<file path="src/rtl/cmc_pkg.sv">
`default_nettype none
package cmc_pkg;
    localparam int unsigned PosW = 20;
    localparam int unsigned ConfW = 17;
    localparam int unsigned SumW = 37;
    localparam int unsigned CntW = 21;
    localparam int unsigned MaxObjectPixels = 1048576;
    localparam int unsigned QuotW = 34;   // floor(dist2*2^32/max2) <= 2^32
    localparam int unsigned DistW = 18;   // dist2 <= 3*255^2
    localparam int unsigned CfgIdxW = 3;
    localparam int unsigned CfgDataW = 17;
    localparam logic [ConfW-1:0] ConfOne = 17'd65536;

    typedef enum logic [CfgIdxW-1:0] {
        REG_TARGET_RED = 3'd0,
        REG_TARGET_GREEN = 3'd1,
        REG_TARGET_BLUE = 3'd2,
        REG_PIXEL_THR = 3'd3,
        REG_OBJECT_THR = 3'd4
    } t_cfg_idx;

    typedef struct packed {
        logic [7:0] pixel_red;
        logic [7:0] pixel_green;
        logic [7:0] pixel_blue;
        logic [PosW-1:0] pixel_position;
        logic last_pixel;
    } t_pix;

    typedef struct packed {
        logic [PosW-1:0] mask_position;
        logic [ConfW-1:0] mask_value;
        logic object_done;
        logic [ConfW-1:0] mean_confidence;
        logic colour_matches;
    } t_res;

    // queue entry between front and back
    typedef struct packed {
        logic [DistW-1:0] dist2;
        logic [PosW-1:0] pos;
        logic last;
    } t_job;
endpackage
`default_nettype wire

</file>
<file path="src/rtl/cmc_pix_if.sv">
`default_nettype none
interface cmc_pix_if;
    logic valid;
    logic ready;
    cmc_pkg::t_pix data;
    modport source (output valid, output data, input ready);
    modport sink (input valid, input data, output ready);
endinterface
`default_nettype wire

</file>
<file path="src/rtl/cmc_res_if.sv">
`default_nettype none
interface cmc_res_if;
    logic valid;
    logic ready;
    cmc_pkg::t_res data;
    modport source (output valid, output data, input ready);
    modport sink (input valid, input data, output ready);
endinterface
`default_nettype wire

</file>
<file path="src/rtl/color_match_confidence_unit.sv">
// Color match confidence unit.
// Input channel s_in carries one pixel (RGB, position, last flag); output
// channel m_out carries one result per pixel: mask position and value, and
// on the last pixel the object's mean confidence and match flag.
// Registers (target RGB, pixel and object thresholds) are written through
// i_cfg_we/i_cfg_idx/i_cfg_data; the user must write them only while no
// pixel is in flight, as the block does not enforce this. The front stage
// registers the squared distance and feeds a two-entry queue; the back unit
// takes one pixel at a time and no new one before it is done: restoring
// division, square root, accumulation, the mean on a last pixel, then the
// load of the output register. The divider, the root unit and the separate
// mean divider are all bit-serial.
// Reset restores register defaults and clears sum, count and all queues.
// When the receiver stalls, the result register holds; the back unit
// waits, the queue fills, then the input deasserts ready.
`default_nettype none
module color_match_confidence_unit (
    input wire logic i_clk,
    input wire logic i_rst_n,
    input wire logic i_cfg_we,
    input wire logic [cmc_pkg::CfgIdxW-1:0] i_cfg_idx,
    input wire logic [cmc_pkg::CfgDataW-1:0] i_cfg_data,
    cmc_pix_if.sink s_in,
    cmc_res_if.source m_out
);
    import cmc_pkg::*;

    logic [7:0] r_tr, r_tg, r_tb;
    logic [ConfW-1:0] r_pthr, r_othr;
    logic f_valid, f_ready, q_valid, q_ready;
    t_job f_job, q_job;

    // register writes
    always_ff @(posedge i_clk) begin
        if (!i_rst_n) begin
            r_tr <= '0;
            r_tg <= '0;
            r_tb <= '0;
            r_pthr <= 17'd26214;
            r_othr <= 17'd32768;
        end else if (i_cfg_we) begin
            unique case (i_cfg_idx)
                REG_TARGET_RED: r_tr <= i_cfg_data[7:0];
                REG_TARGET_GREEN: r_tg <= i_cfg_data[7:0];
                REG_TARGET_BLUE: r_tb <= i_cfg_data[7:0];
                REG_PIXEL_THR: r_pthr <= i_cfg_data;
                REG_OBJECT_THR: r_othr <= i_cfg_data;
                default: ;
            endcase
        end
    end

    cmc_front u_front (
        .i_clk(i_clk), .i_rst_n(i_rst_n), .i_tr(r_tr), .i_tg(r_tg), .i_tb(r_tb),
        .s_in(s_in), .o_valid(f_valid), .o_job(f_job), .i_ready(f_ready)
    );

    cmc_queue u_queue (
        .i_clk(i_clk), .i_rst_n(i_rst_n), .i_valid(f_valid), .i_job(f_job),
        .o_ready(f_ready), .o_valid(q_valid), .o_job(q_job), .i_ready(q_ready)
    );

    cmc_back u_back (
        .i_clk(i_clk), .i_rst_n(i_rst_n), .i_tr(r_tr), .i_tg(r_tg), .i_tb(r_tb),
        .i_pthr(r_pthr), .i_othr(r_othr), .i_valid(q_valid), .i_job(q_job),
        .o_ready(q_ready), .m_out(m_out)
    );
endmodule
`default_nettype wire

</file>
<file path="src/rtl/cmc_front.sv">
`default_nettype none
module cmc_front (
    input wire logic i_clk,
    input wire logic i_rst_n,
    input wire logic [7:0] i_tr,
    input wire logic [7:0] i_tg,
    input wire logic [7:0] i_tb,
    cmc_pix_if.sink s_in,
    output logic o_valid,
    output cmc_pkg::t_job o_job,
    input wire logic i_ready
);
    import cmc_pkg::*;

    logic [7:0] dr, dg, db;
    logic [DistW-1:0] n_d2;
    logic r_valid;
    t_job r_job;

    // absolute channel differences and squared distance
    always_comb begin
        dr = (s_in.data.pixel_red > i_tr) ? s_in.data.pixel_red - i_tr
                                          : i_tr - s_in.data.pixel_red;
        dg = (s_in.data.pixel_green > i_tg) ? s_in.data.pixel_green - i_tg
                                            : i_tg - s_in.data.pixel_green;
        db = (s_in.data.pixel_blue > i_tb) ? s_in.data.pixel_blue - i_tb
                                           : i_tb - s_in.data.pixel_blue;
        n_d2 = DistW'(dr * dr) + DistW'(dg * dg) + DistW'(db * db);
    end

    assign s_in.ready = !r_valid || i_ready;

    always_ff @(posedge i_clk) begin
        if (!i_rst_n) begin
            r_valid <= 1'b0;
        end else if (s_in.ready) begin
            r_valid <= s_in.valid;
        end
    end

    always_ff @(posedge i_clk) begin
        if (s_in.ready && s_in.valid) begin
            r_job <= '{dist2: n_d2, pos: s_in.data.pixel_position,
                       last: s_in.data.last_pixel};
        end
    end

    assign o_valid = r_valid;
    assign o_job = r_job;
endmodule
`default_nettype wire

</file>
<file path="src/rtl/cmc_queue.sv">
`default_nettype none
module cmc_queue (
    input wire logic i_clk,
    input wire logic i_rst_n,
    input wire logic i_valid,
    input cmc_pkg::t_job i_job,
    output logic o_ready,
    output logic o_valid,
    output cmc_pkg::t_job o_job,
    input wire logic i_ready
);
    import cmc_pkg::*;

    t_job r_mem [2];
    logic r_wp, r_rp;
    logic [1:0] r_cnt;
    logic push, pop;

    assign o_ready = (r_cnt != 2'd2);
    assign o_valid = (r_cnt != 2'd0);
    assign push = i_valid && o_ready;
    assign pop = o_valid && i_ready;
    assign o_job = r_mem[r_rp];

    // advance pointers and fill count
    always_ff @(posedge i_clk) begin
        if (!i_rst_n) begin
            r_wp <= 1'b0;
            r_rp <= 1'b0;
            r_cnt <= 2'd0;
        end else begin
            if (push) r_wp <= !r_wp;
            if (pop) r_rp <= !r_rp;
            r_cnt <= r_cnt + 2'(push) - 2'(pop);
        end
    end

    always_ff @(posedge i_clk) begin
        if (push) r_mem[r_wp] <= i_job;
    end

    assert property (@(posedge i_clk) disable iff (!i_rst_n) r_cnt != 2'd3)
        else $error("queue count overflow");
    assert property (@(posedge i_clk) disable iff (!i_rst_n)
        (r_cnt == 2'd0) |-> (r_wp == r_rp))
        else $error("empty queue pointers differ");
    assert property (@(posedge i_clk) disable iff (!i_rst_n)
        (r_cnt == 2'd2) |-> (r_wp == r_rp))
        else $error("full queue pointers differ");
endmodule
`default_nettype wire

</file>
<file path="src/rtl/cmc_back.sv">
`default_nettype none
module cmc_back (
    input wire logic i_clk,
    input wire logic i_rst_n,
    input wire logic [7:0] i_tr,
    input wire logic [7:0] i_tg,
    input wire logic [7:0] i_tb,
    input wire logic [cmc_pkg::ConfW-1:0] i_pthr,
    input wire logic [cmc_pkg::ConfW-1:0] i_othr,
    input wire logic i_valid,
    input cmc_pkg::t_job i_job,
    output logic o_ready,
    cmc_res_if.source m_out
);
    import cmc_pkg::*;

    typedef enum logic [4:0] {
        S_IDLE = 5'b00001,
        S_DIV = 5'b00010,
        S_SQRT = 5'b00100,
        S_MEAN = 5'b01000,
        S_OUT = 5'b10000
    } t_state;

    t_state r_state;
    logic [5:0] r_step;
    // divider: dividend dist2<<32 (50 bits), restoring
    logic [DistW+32-1:0] r_num;
    logic [DistW+1:0] r_rem;
    logic [QuotW-1:0] r_quo;
    // square root
    logic [QuotW-1:0] r_sv;
    logic [17:0] r_root;
    logic [19:0] r_srem;
    // mean divider
    logic [SumW-1:0] r_sum, r_mnum;
    logic [CntW-1:0] r_cnt;
    logic [CntW:0] r_mrem;
    logic [ConfW-1:0] r_mq;
    logic [ConfW-1:0] r_mask;
    t_job r_job;
    t_res r_res;
    logic r_ovalid;
    logic [DistW-1:0] max2;
    logic [7:0] fr, fg, fb;
    logic [DistW+1:0] trem;
    logic [19:0] strial, srem2;
    logic [ConfW-1:0] conf;
    logic [CntW:0] mtrem;
    logic counting;

    // farthest cube corner
    always_comb begin
        fr = (i_tr > 8'd127) ? i_tr : 8'd255 - i_tr;
        fg = (i_tg > 8'd127) ? i_tg : 8'd255 - i_tg;
        fb = (i_tb > 8'd127) ? i_tb : 8'd255 - i_tb;
        max2 = DistW'(fr * fr) + DistW'(fg * fg) + DistW'(fb * fb);
        trem = {r_rem[DistW:0], r_num[DistW+31]};
        srem2 = {r_srem[17:0], r_sv[QuotW-1 -: 2]};
        strial = {r_root, 2'b01};
        conf = ConfOne - ((r_root > 18'd65536) ? ConfOne : ConfW'(r_root));
        mtrem = {r_mrem[CntW-1:0], r_mnum[SumW-1]};
        counting = (r_cnt < CntW'(MaxObjectPixels));
    end

    assign o_ready = (r_state == S_IDLE);
    assign m_out.valid = r_ovalid;
    assign m_out.data = r_res;

    // raise the result valid on load, drop it once taken
    always_ff @(posedge i_clk) begin
        if (!i_rst_n) begin
            r_ovalid <= 1'b0;
        end else if (r_state == S_OUT && (!r_ovalid || m_out.ready)) begin
            r_ovalid <= 1'b1;
        end else if (m_out.ready) begin
            r_ovalid <= 1'b0;
        end
    end

    always_ff @(posedge i_clk) begin
        if (!i_rst_n) begin
            r_state <= S_IDLE;
            r_sum <= '0;
            r_cnt <= '0;
        end else begin
            unique case (r_state)
                S_IDLE: if (i_valid) begin
                    r_job <= i_job;
                    r_num <= {i_job.dist2, 32'd0};
                    r_rem <= '0;
                    r_quo <= '0;
                    r_step <= 6'd50;
                    r_state <= S_DIV;
                end
                S_DIV: begin
                    // one quotient bit per cycle; quotient fits 34 bits
                    if (trem >= {2'b00, max2}) begin
                        r_rem <= trem - {2'b00, max2};
                        r_quo <= {r_quo[QuotW-2:0], 1'b1};
                    end else begin
                        r_rem <= trem;
                        r_quo <= {r_quo[QuotW-2:0], 1'b0};
                    end
                    r_num <= r_num << 1;
                    if (r_step == 6'd1) begin
                        r_state <= S_SQRT;
                        r_step <= 6'd17;
                        r_root <= '0;
                        r_srem <= '0;
                    end else begin
                        r_step <= r_step - 6'd1;
                    end
                end
                S_SQRT: begin
                    if (srem2 >= strial) begin
                        r_srem <= srem2 - strial;
                        r_root <= {r_root[16:0], 1'b1};
                    end else begin
                        r_srem <= srem2;
                        r_root <= {r_root[16:0], 1'b0};
                    end
                    r_sv <= r_sv << 2;
                    if (r_step == 6'd1) begin
                        r_state <= S_MEAN;
                        r_step <= 6'd0;
                    end else begin
                        r_step <= r_step - 6'd1;
                    end
                end
                S_MEAN: if (r_step == 6'd0) begin
                    // apply threshold, update totals
                    r_mask <= (conf > i_pthr) ? conf : '0;
                    if (counting) begin
                        r_cnt <= r_cnt + CntW'(1);
                        r_sum <= r_sum + SumW'((conf > i_pthr) ? conf : '0);
                        r_mnum <= r_sum + SumW'((conf > i_pthr) ? conf : '0);
                    end else begin
                        r_mnum <= r_sum;
                    end
                    r_mrem <= '0;
                    r_mq <= '0;
                    r_step <= r_job.last ? 6'd37 : 6'd63;
                end else if (r_step == 6'd63 || !r_job.last) begin
                    r_state <= S_OUT;
                end else begin
                    // mean: one bit per cycle, keep low 17 quotient bits
                    if (mtrem >= {1'b0, r_cnt}) begin
                        r_mrem <= mtrem - {1'b0, r_cnt};
                        r_mq <= {r_mq[ConfW-2:0], 1'b1};
                    end else begin
                        r_mrem <= mtrem;
                        r_mq <= {r_mq[ConfW-2:0], 1'b0};
                    end
                    r_mnum <= r_mnum << 1;
                    r_step <= r_step - 6'd1;
                    if (r_step == 6'd1) r_state <= S_OUT;
                end
                S_OUT: if (!r_ovalid || m_out.ready) begin
                    r_res.mask_position <= r_job.pos;
                    r_res.mask_value <= r_mask;
                    r_res.object_done <= r_job.last;
                    r_res.mean_confidence <= r_job.last ? r_mq : '0;
                    r_res.colour_matches <= r_job.last && (r_mq > i_othr);
                    if (r_job.last) begin
                        r_sum <= '0;
                        r_cnt <= '0;
                    end
                    r_state <= S_IDLE;
                end
                default: r_state <= S_IDLE;
            endcase
            // load radicand when division ends
            if (r_state == S_DIV && r_step == 6'd1) r_sv <= r_quo[QuotW-2:0] << 1
                | QuotW'(trem >= {2'b00, max2});
        end
    end

    assert property (@(posedge i_clk) disable iff (!i_rst_n)
        $onehot(r_state))
        else $error("state not one-hot");
    assert property (@(posedge i_clk) disable iff (!i_rst_n)
        (r_state == S_OUT && r_job.last && !r_ovalid) |=> (r_cnt == '0))
        else $error("count not cleared after object");
    assert property (@(posedge i_clk) disable iff (!i_rst_n)
        (r_cnt <= CntW'(MaxObjectPixels)))
        else $error("pixel count above limit");
endmodule
`default_nettype wire

</file>
<file path="src/flat_wrapper.sv">
// flat-port wrapper written by rule: the top's interface ports become plain ports
module color_match_confidence_unit_flat import cmc_pkg::*;
  (i_clk, i_rst_n, i_cfg_we, i_cfg_idx, i_cfg_data, s_in_valid, s_in_data, s_in_ready, m_out_valid, m_out_data, m_out_ready);
  cmc_pix_if s_in_i ();
  cmc_res_if m_out_i ();
  input wire logic i_clk;
  input wire logic i_rst_n;
  input wire logic i_cfg_we;
  input wire logic [cmc_pkg::CfgIdxW-1:0] i_cfg_idx;
  input wire logic [cmc_pkg::CfgDataW-1:0] i_cfg_data;
  input wire logic [$bits(s_in_i.valid)-1:0] s_in_valid;
  input wire logic [$bits(s_in_i.data)-1:0] s_in_data;
  output wire logic [$bits(s_in_i.ready)-1:0] s_in_ready;
  output wire logic [$bits(m_out_i.valid)-1:0] m_out_valid;
  output wire logic [$bits(m_out_i.data)-1:0] m_out_data;
  input wire logic [$bits(m_out_i.ready)-1:0] m_out_ready;
  assign s_in_i.valid = s_in_valid;
  assign s_in_i.data = s_in_data;
  assign s_in_ready = s_in_i.ready;
  assign m_out_valid = m_out_i.valid;
  assign m_out_data = m_out_i.data;
  assign m_out_i.ready = m_out_ready;
  color_match_confidence_unit u_core (.i_clk(i_clk), .i_rst_n(i_rst_n), .i_cfg_we(i_cfg_we), .i_cfg_idx(i_cfg_idx), .i_cfg_data(i_cfg_data), .s_in(s_in_i), .m_out(m_out_i));
endmodule
</file>
<file path="config.mk">
export PLATFORM = sky130hd
export DESIGN_NAME = color_match_confidence_unit_flat
export DESIGN_NICKNAME = d
export VERILOG_FILES = /design/src/rtl/cmc_pkg.sv /design/src/rtl/cmc_pix_if.sv /design/src/rtl/cmc_res_if.sv /design/src/rtl/color_match_confidence_unit.sv /design/src/rtl/cmc_front.sv /design/src/rtl/cmc_queue.sv /design/src/rtl/cmc_back.sv /design/src/flat_wrapper.sv
export SDC_FILE = /design/constraint.sdc
export NUM_CORES = 2
export LEC_CHECK = 0
export BUFFER_PORTS_ARGS = -buffer_cell sky130_fd_sc_hd__buf_2
export CORE_MARGIN = 2
export CORE_UTILIZATION = 64
export CTS_CLUSTER_SIZE = 24
export DETAILED_ROUTE_END_ITERATION = 8
export PLACE_DENSITY = 0.82
export RECOVER_POWER = 100
export REMOVE_ABC_BUFFERS = 1
export SYNTH_ARGS = -nofsm -noshare
export SYNTH_HDL_FRONTEND = slang
export SYNTH_SLANG_ARGS = --single-unit
</file>
<file path="constraint.sdc">
create_clock -name i_clk -period 10.44 [get_ports i_clk]
set_input_delay 2.088 -clock i_clk [delete_from_list [all_inputs] [get_ports i_clk]]
set_output_delay 2.088 -clock i_clk [all_outputs]
set_load 0.1 [all_outputs]
</file>
==> run_results.csv <==
group,metric,value,unit
run_status,status,"finished with violations",
run_status,violations_in_the_final_reports,"capacitance limit, slew limit",
worst_setup_path,critical_path.max_fanout,10,
logic_synthesis,yosys.area_share.simple,0.136,
logic_synthesis,synth-adder-area-share,0.238,
run,number_of_maximum_capacitance_constraint_violations,20,
timing,timing.clock.skew,0.0243,ns
grt,grt-ovfl-total,0,
logic_synthesis,cell_count_after_synthesis,3835,
routing,number_of_drc_violations_after_detailed_routing_iteration_0,2182,
clocking,cts_setup_buffers,0,
clocking,cts_sinks,560,
routing,routed_wirelength,90600,um
hold_path,min_to,"u_core.u_back.m_out.data[30]$_DFFE_PP_",
cells_and_area,nFillCells,4453,
floorplan,fp.coreArea,61500,um^2
hold_path,hold_depth,0,
worst_setup_path,crit_slowest_cell,"fa_1",
cells_and_area,final_core_util,0.700,
timing,report.final.hold_viol_count,0,
worst_setup_path,r2r-end,"u_core.u_back.r_rem[9]$_SDFFCE_PN0P_",
clocking,cts-hold-fix-buffers,0,
floorplan,initial_utilization,0.644,
routing,post_drt_via_cell_ratio,5.84,
worst_setup_path,reg2reg_slack,0.79,ns
routing,dr_total_vias,28100,
timing,maxSlewHeadroom,-1.64,
logic_synthesis,yosysUniqueCellTypes,101,
worst_setup_path,critPathMaxStageDelay,0.52,ns
logic_synthesis,synth.ff_latch_count,560,
routing,detailedRoute.firstPassIterationCount,6,
worst_setup_path,crit_path_end_kind,"register",
grt,first_global_vias,28300,
logic_synthesis,synth-compound-area-share,0.0978,
cells_and_area,drive_gt1_frac,0.0790,
place,placed_cells,4707,
place,place.gp.congestion,0.939,
logic_synthesis,synthXorXnorAreaFrac,0.0368,
worst_setup_path,setup.worst_path.start_class,"input pin",
clocking,cts_root_buffer,"clkbuf_16",
worst_setup_path,timing.rr.start,"u_core.r_tr[7]$_SDFFE_PN0P_",
clocking,cts-buffers-inserted,57,
routing,drt-wirelength-per-cell,18.8,um
logic_synthesis,synth_area,39600,um^2
timing,timing_worst_slew_pin_value,3.96,ns
floorplan,die_width,253,um
cells_and_area,areaGrowthSynthToFinish,8.74,%
logic_synthesis,synthTopCellsByArea,"edfxtp_1 (33%), fa_1 (14%), ha_1 (10%)",
grt,grt.total_usage,0.288,
logic_synthesis,avgSynthCellArea,10.3,um^2
logic_synthesis,synth.top_cell.area_share,0.328,
timing,timing.final.setup_violations,0,
place,dp_hpwl,67000,um
worst_setup_path,r2r.worst_path.cells,37,
logic_synthesis,synth.mux.area_fraction,0.0346,
clocking,htree_levels,2,
timing,hold_ws,0.418,ns
floorplan,floorplan.die_area,63900,um^2
timing,final_max_slew_viol_count,869,
logic_synthesis,synth_largest_area_cell,"edfxtp_1",
grt,maximum_number_of_pins_on_one_net_before_global_route_repair,93,
floorplan,standard_cell_rows,91,
cells_and_area,final_nets,4636,
routing,ant_nets,0,
hold_path,holdCritPathClass,"register to register",
worst_setup_path,cpMostUsedCell,"fa_1",
logic_synthesis,synth_warnings,0,
hold_path,worst_hold_start,"u_core.u_back.r_mask[11]$_SDFFCE_PP0P_",
logic_synthesis,combinational_family_with_the_most_area_after_synthesis,"adder cells",
timing,min_cycle_time_layout,9.76,ns
clocking,clk_pin_slew_worst_paths,0.06,ns
clocking,maximum_buffer_depth_of_the_clock_tree,3,
worst_setup_path,worst_ep_required_time,10.78,ns
grt,grt_pass1_wl,146000,um
worst_setup_path,timing.critical_path.arrival,10.10,ns
logic_synthesis,async_reset_ff_frac,0,
grt,antenna_violations_before_repair,7,
timing,grt_setup_unrepaired,"false",
logic_synthesis,synth-main-ff-cell,"edfxtp_1",
clocking,tritoncts,"yes",
floorplan,die-height,253,um
place,placement.io_buffers,127,
floorplan,pin_count,128,
timing,timing.setup.tns,0,ns
logic_synthesis,synth_edf_count,432,
timing,layout_worst_path_cycle_share,0.935,
cells_and_area,final_cells,4818,
logic_synthesis,seq_area_frac_synth,0.392,
routing,drc,0,
worst_setup_path,setup.worst_path.class,"input pin to register",
clocking,clock_latency,0.62,ns
timing,fmax,0.102,GHz
## synthesized netlist by cell type (16+ instances only)
cell type and count:
a31oi_1 37, ha_1 316, nand3_1 65, o211ai_1 22, nand4_1 33, nand2b_1 36, clkbuf_1 87, nor2b_1 21
a211oi_1 20, o21a_1 27, xor2_1 41, a21oi_1 201, nand2_1 359, o21ai_0 130, fa_1 274, xnor2_1 118
dfxtp_1 128, nor3_1 49, mux2i_1 64, inv_1 552, or3_1 18, buf_2 16, and3_1 30, a21o_1 43
nor2_1 306, and2_1 96, edfxtp_1 432, mux2_2 61, nor3b_1 33
## layout make-up
cell class	instances	area, um^2	share of cell area
Clock inverter	38	382	0.00886
Antenna cell	3	7.51	0.000174
Sequential cell	560	15500	0.361
Multi-Input combinational cell	2609	21500	0.499
Inverter	552	2070	0.0482
Timing Repair Buffer	196	1010	0.0235
Tap cell	790	988	0.0230
Clock buffer	70	1580	0.0367
## critical path, delay by kind of cell
family | cells | cell delay [ns]
compound gates | 9 | 2.10
xor+xnor | 2 | 0.52
fa+ha+maj | 9 | 4.27
buf+inv | 4 | 0.25
mux | 1 | 0.31
simple gates | 3 | 0.52
## kinds of logic (layout without fill, tap and decap cells)
kind of cell / after synthesis / in the layout
AND/OR/NAND/NOR: 1116 / 1116
buffers and inverters: 666 / 856
AO/OA/AOI/OAI: 612 / 612
adder cells (fa/ha/maj): 590 / 590
flip-flops: 560 / 560
XOR/XNOR: 163 / 163
multiplexers: 128 / 128
other: 0 / 3
## metrics by stage
| stage | setup slack [ns] | area [um^2] |
|---|---|---|
| after floorplan | 0.748 | 39100 |
| after global placement | 0.398 | 41400 |
| after detailed placement | 0.172 | 41400 |
| after CTS | 0.632 | 43300 |
| after global routing | 0.108 | 43000 |
| final | 0.683 | 43100 |
## cell usage in the layout, fill, tap and decap left out, types with 10 or more instances in the layout
cell type,synthesis,final
a211oi_1,20,21
a21o_1,43,43
a21oi_1,201,200
a31oi_1,37,37
and2_0,1,52
and2_1,96,45
and3_1,30,30
buf_2,16,64
buf_4,2,48
clkbuf_1,87,88
clkbuf_16,0,60
clkinv_1,0,10
dfxtp_1,128,127
edfxtp_1,432,432
fa_1,274,274
ha_1,316,316
inv_1,552,551
mux2_1,1,10
mux2_2,61,52
mux2i_1,64,64
nand2_1,359,358
nand2b_1,36,36
nand3_1,65,66
nand4_1,33,33
nor2_1,306,304
nor2b_1,21,21
nor3_1,49,51
nor3b_1,33,33
nor4_1,13,16
o211ai_1,22,22
o21a_1,27,27
o21ai_0,130,135
o21bai_1,14,14
o22ai_1,11,10
o31ai_1,13,13
or2_2,14,13
or3_1,18,18
xnor2_1,118,118
xor2_1,41,42
## worst max-delay path by stage
| stage | startpoint | endpoint |
|---|---|---|
| after floorplan | s_in_data[37] | u_core.u_front.o_job[38]$_DFFE_PP_ |
| after global placement | s_in_data[21] | u_core.u_front.o_job[38]$_DFFE_PP_ |
| after detailed placement | s_in_data[29] | u_core.u_front.o_job[37]$_DFFE_PP_ |
| after CTS | u_core.r_tr[7]$_SDFFE_PN0P_ | u_core.u_back.r_rem[15]$_SDFFCE_PN0P_ |
| final | s_in_data[41] | u_core.u_front.o_job[37]$_DFFE_PP_ |
| after global routing | u_core.u_back.r_root[6]$_SDFFCE_PN0P_ | u_core.u_back.r_mnum[28]$_DFFE_PP_ |
## sequential cells by signal, summed over array words and instances, names as in the netlist, 17 cells and up, named ones only
signal / cells
u_core.u_back.r_job: 21
u_core.u_queue.r_mem: 78
u_core.u_back.r_sv: 34
u_core.u_back.r_mq: 17
u_core.u_back.r_num: 18
u_core.r_othr: 17
u_core.u_back.r_cnt: 21
u_core.u_back.r_root: 18
u_core.u_back.r_rem: 19
u_core.r_pthr: 17
u_core.u_back.r_quo: 33
u_core.u_back.m_out.data: 56
u_core.u_back.r_mask: 17
u_core.u_back.r_mnum: 37
u_core.u_front.o_job: 39
u_core.u_back.r_sum: 37
u_core.u_back.r_mrem: 21
u_core.u_back.r_srem: 18
## metal layers
metal,up-vias,part of all wire,GRT usage
li1,13300,-,-
met2,901,0.49,0.502
met4,10,0.029,0.0805
met5,-,0.00077,0
met1,13700,0.42,0.378
met3,195,0.062,0.0388
## timing repair
action	CTS	global route
hold endpoints to repair	0	0
setup endpoints to repair	0	2
gates resized for setup	0	1
Power is left out: the tool's default activity adds up to more than one toggle a clock period on the data nets, which glitch-free logic cannot reach.
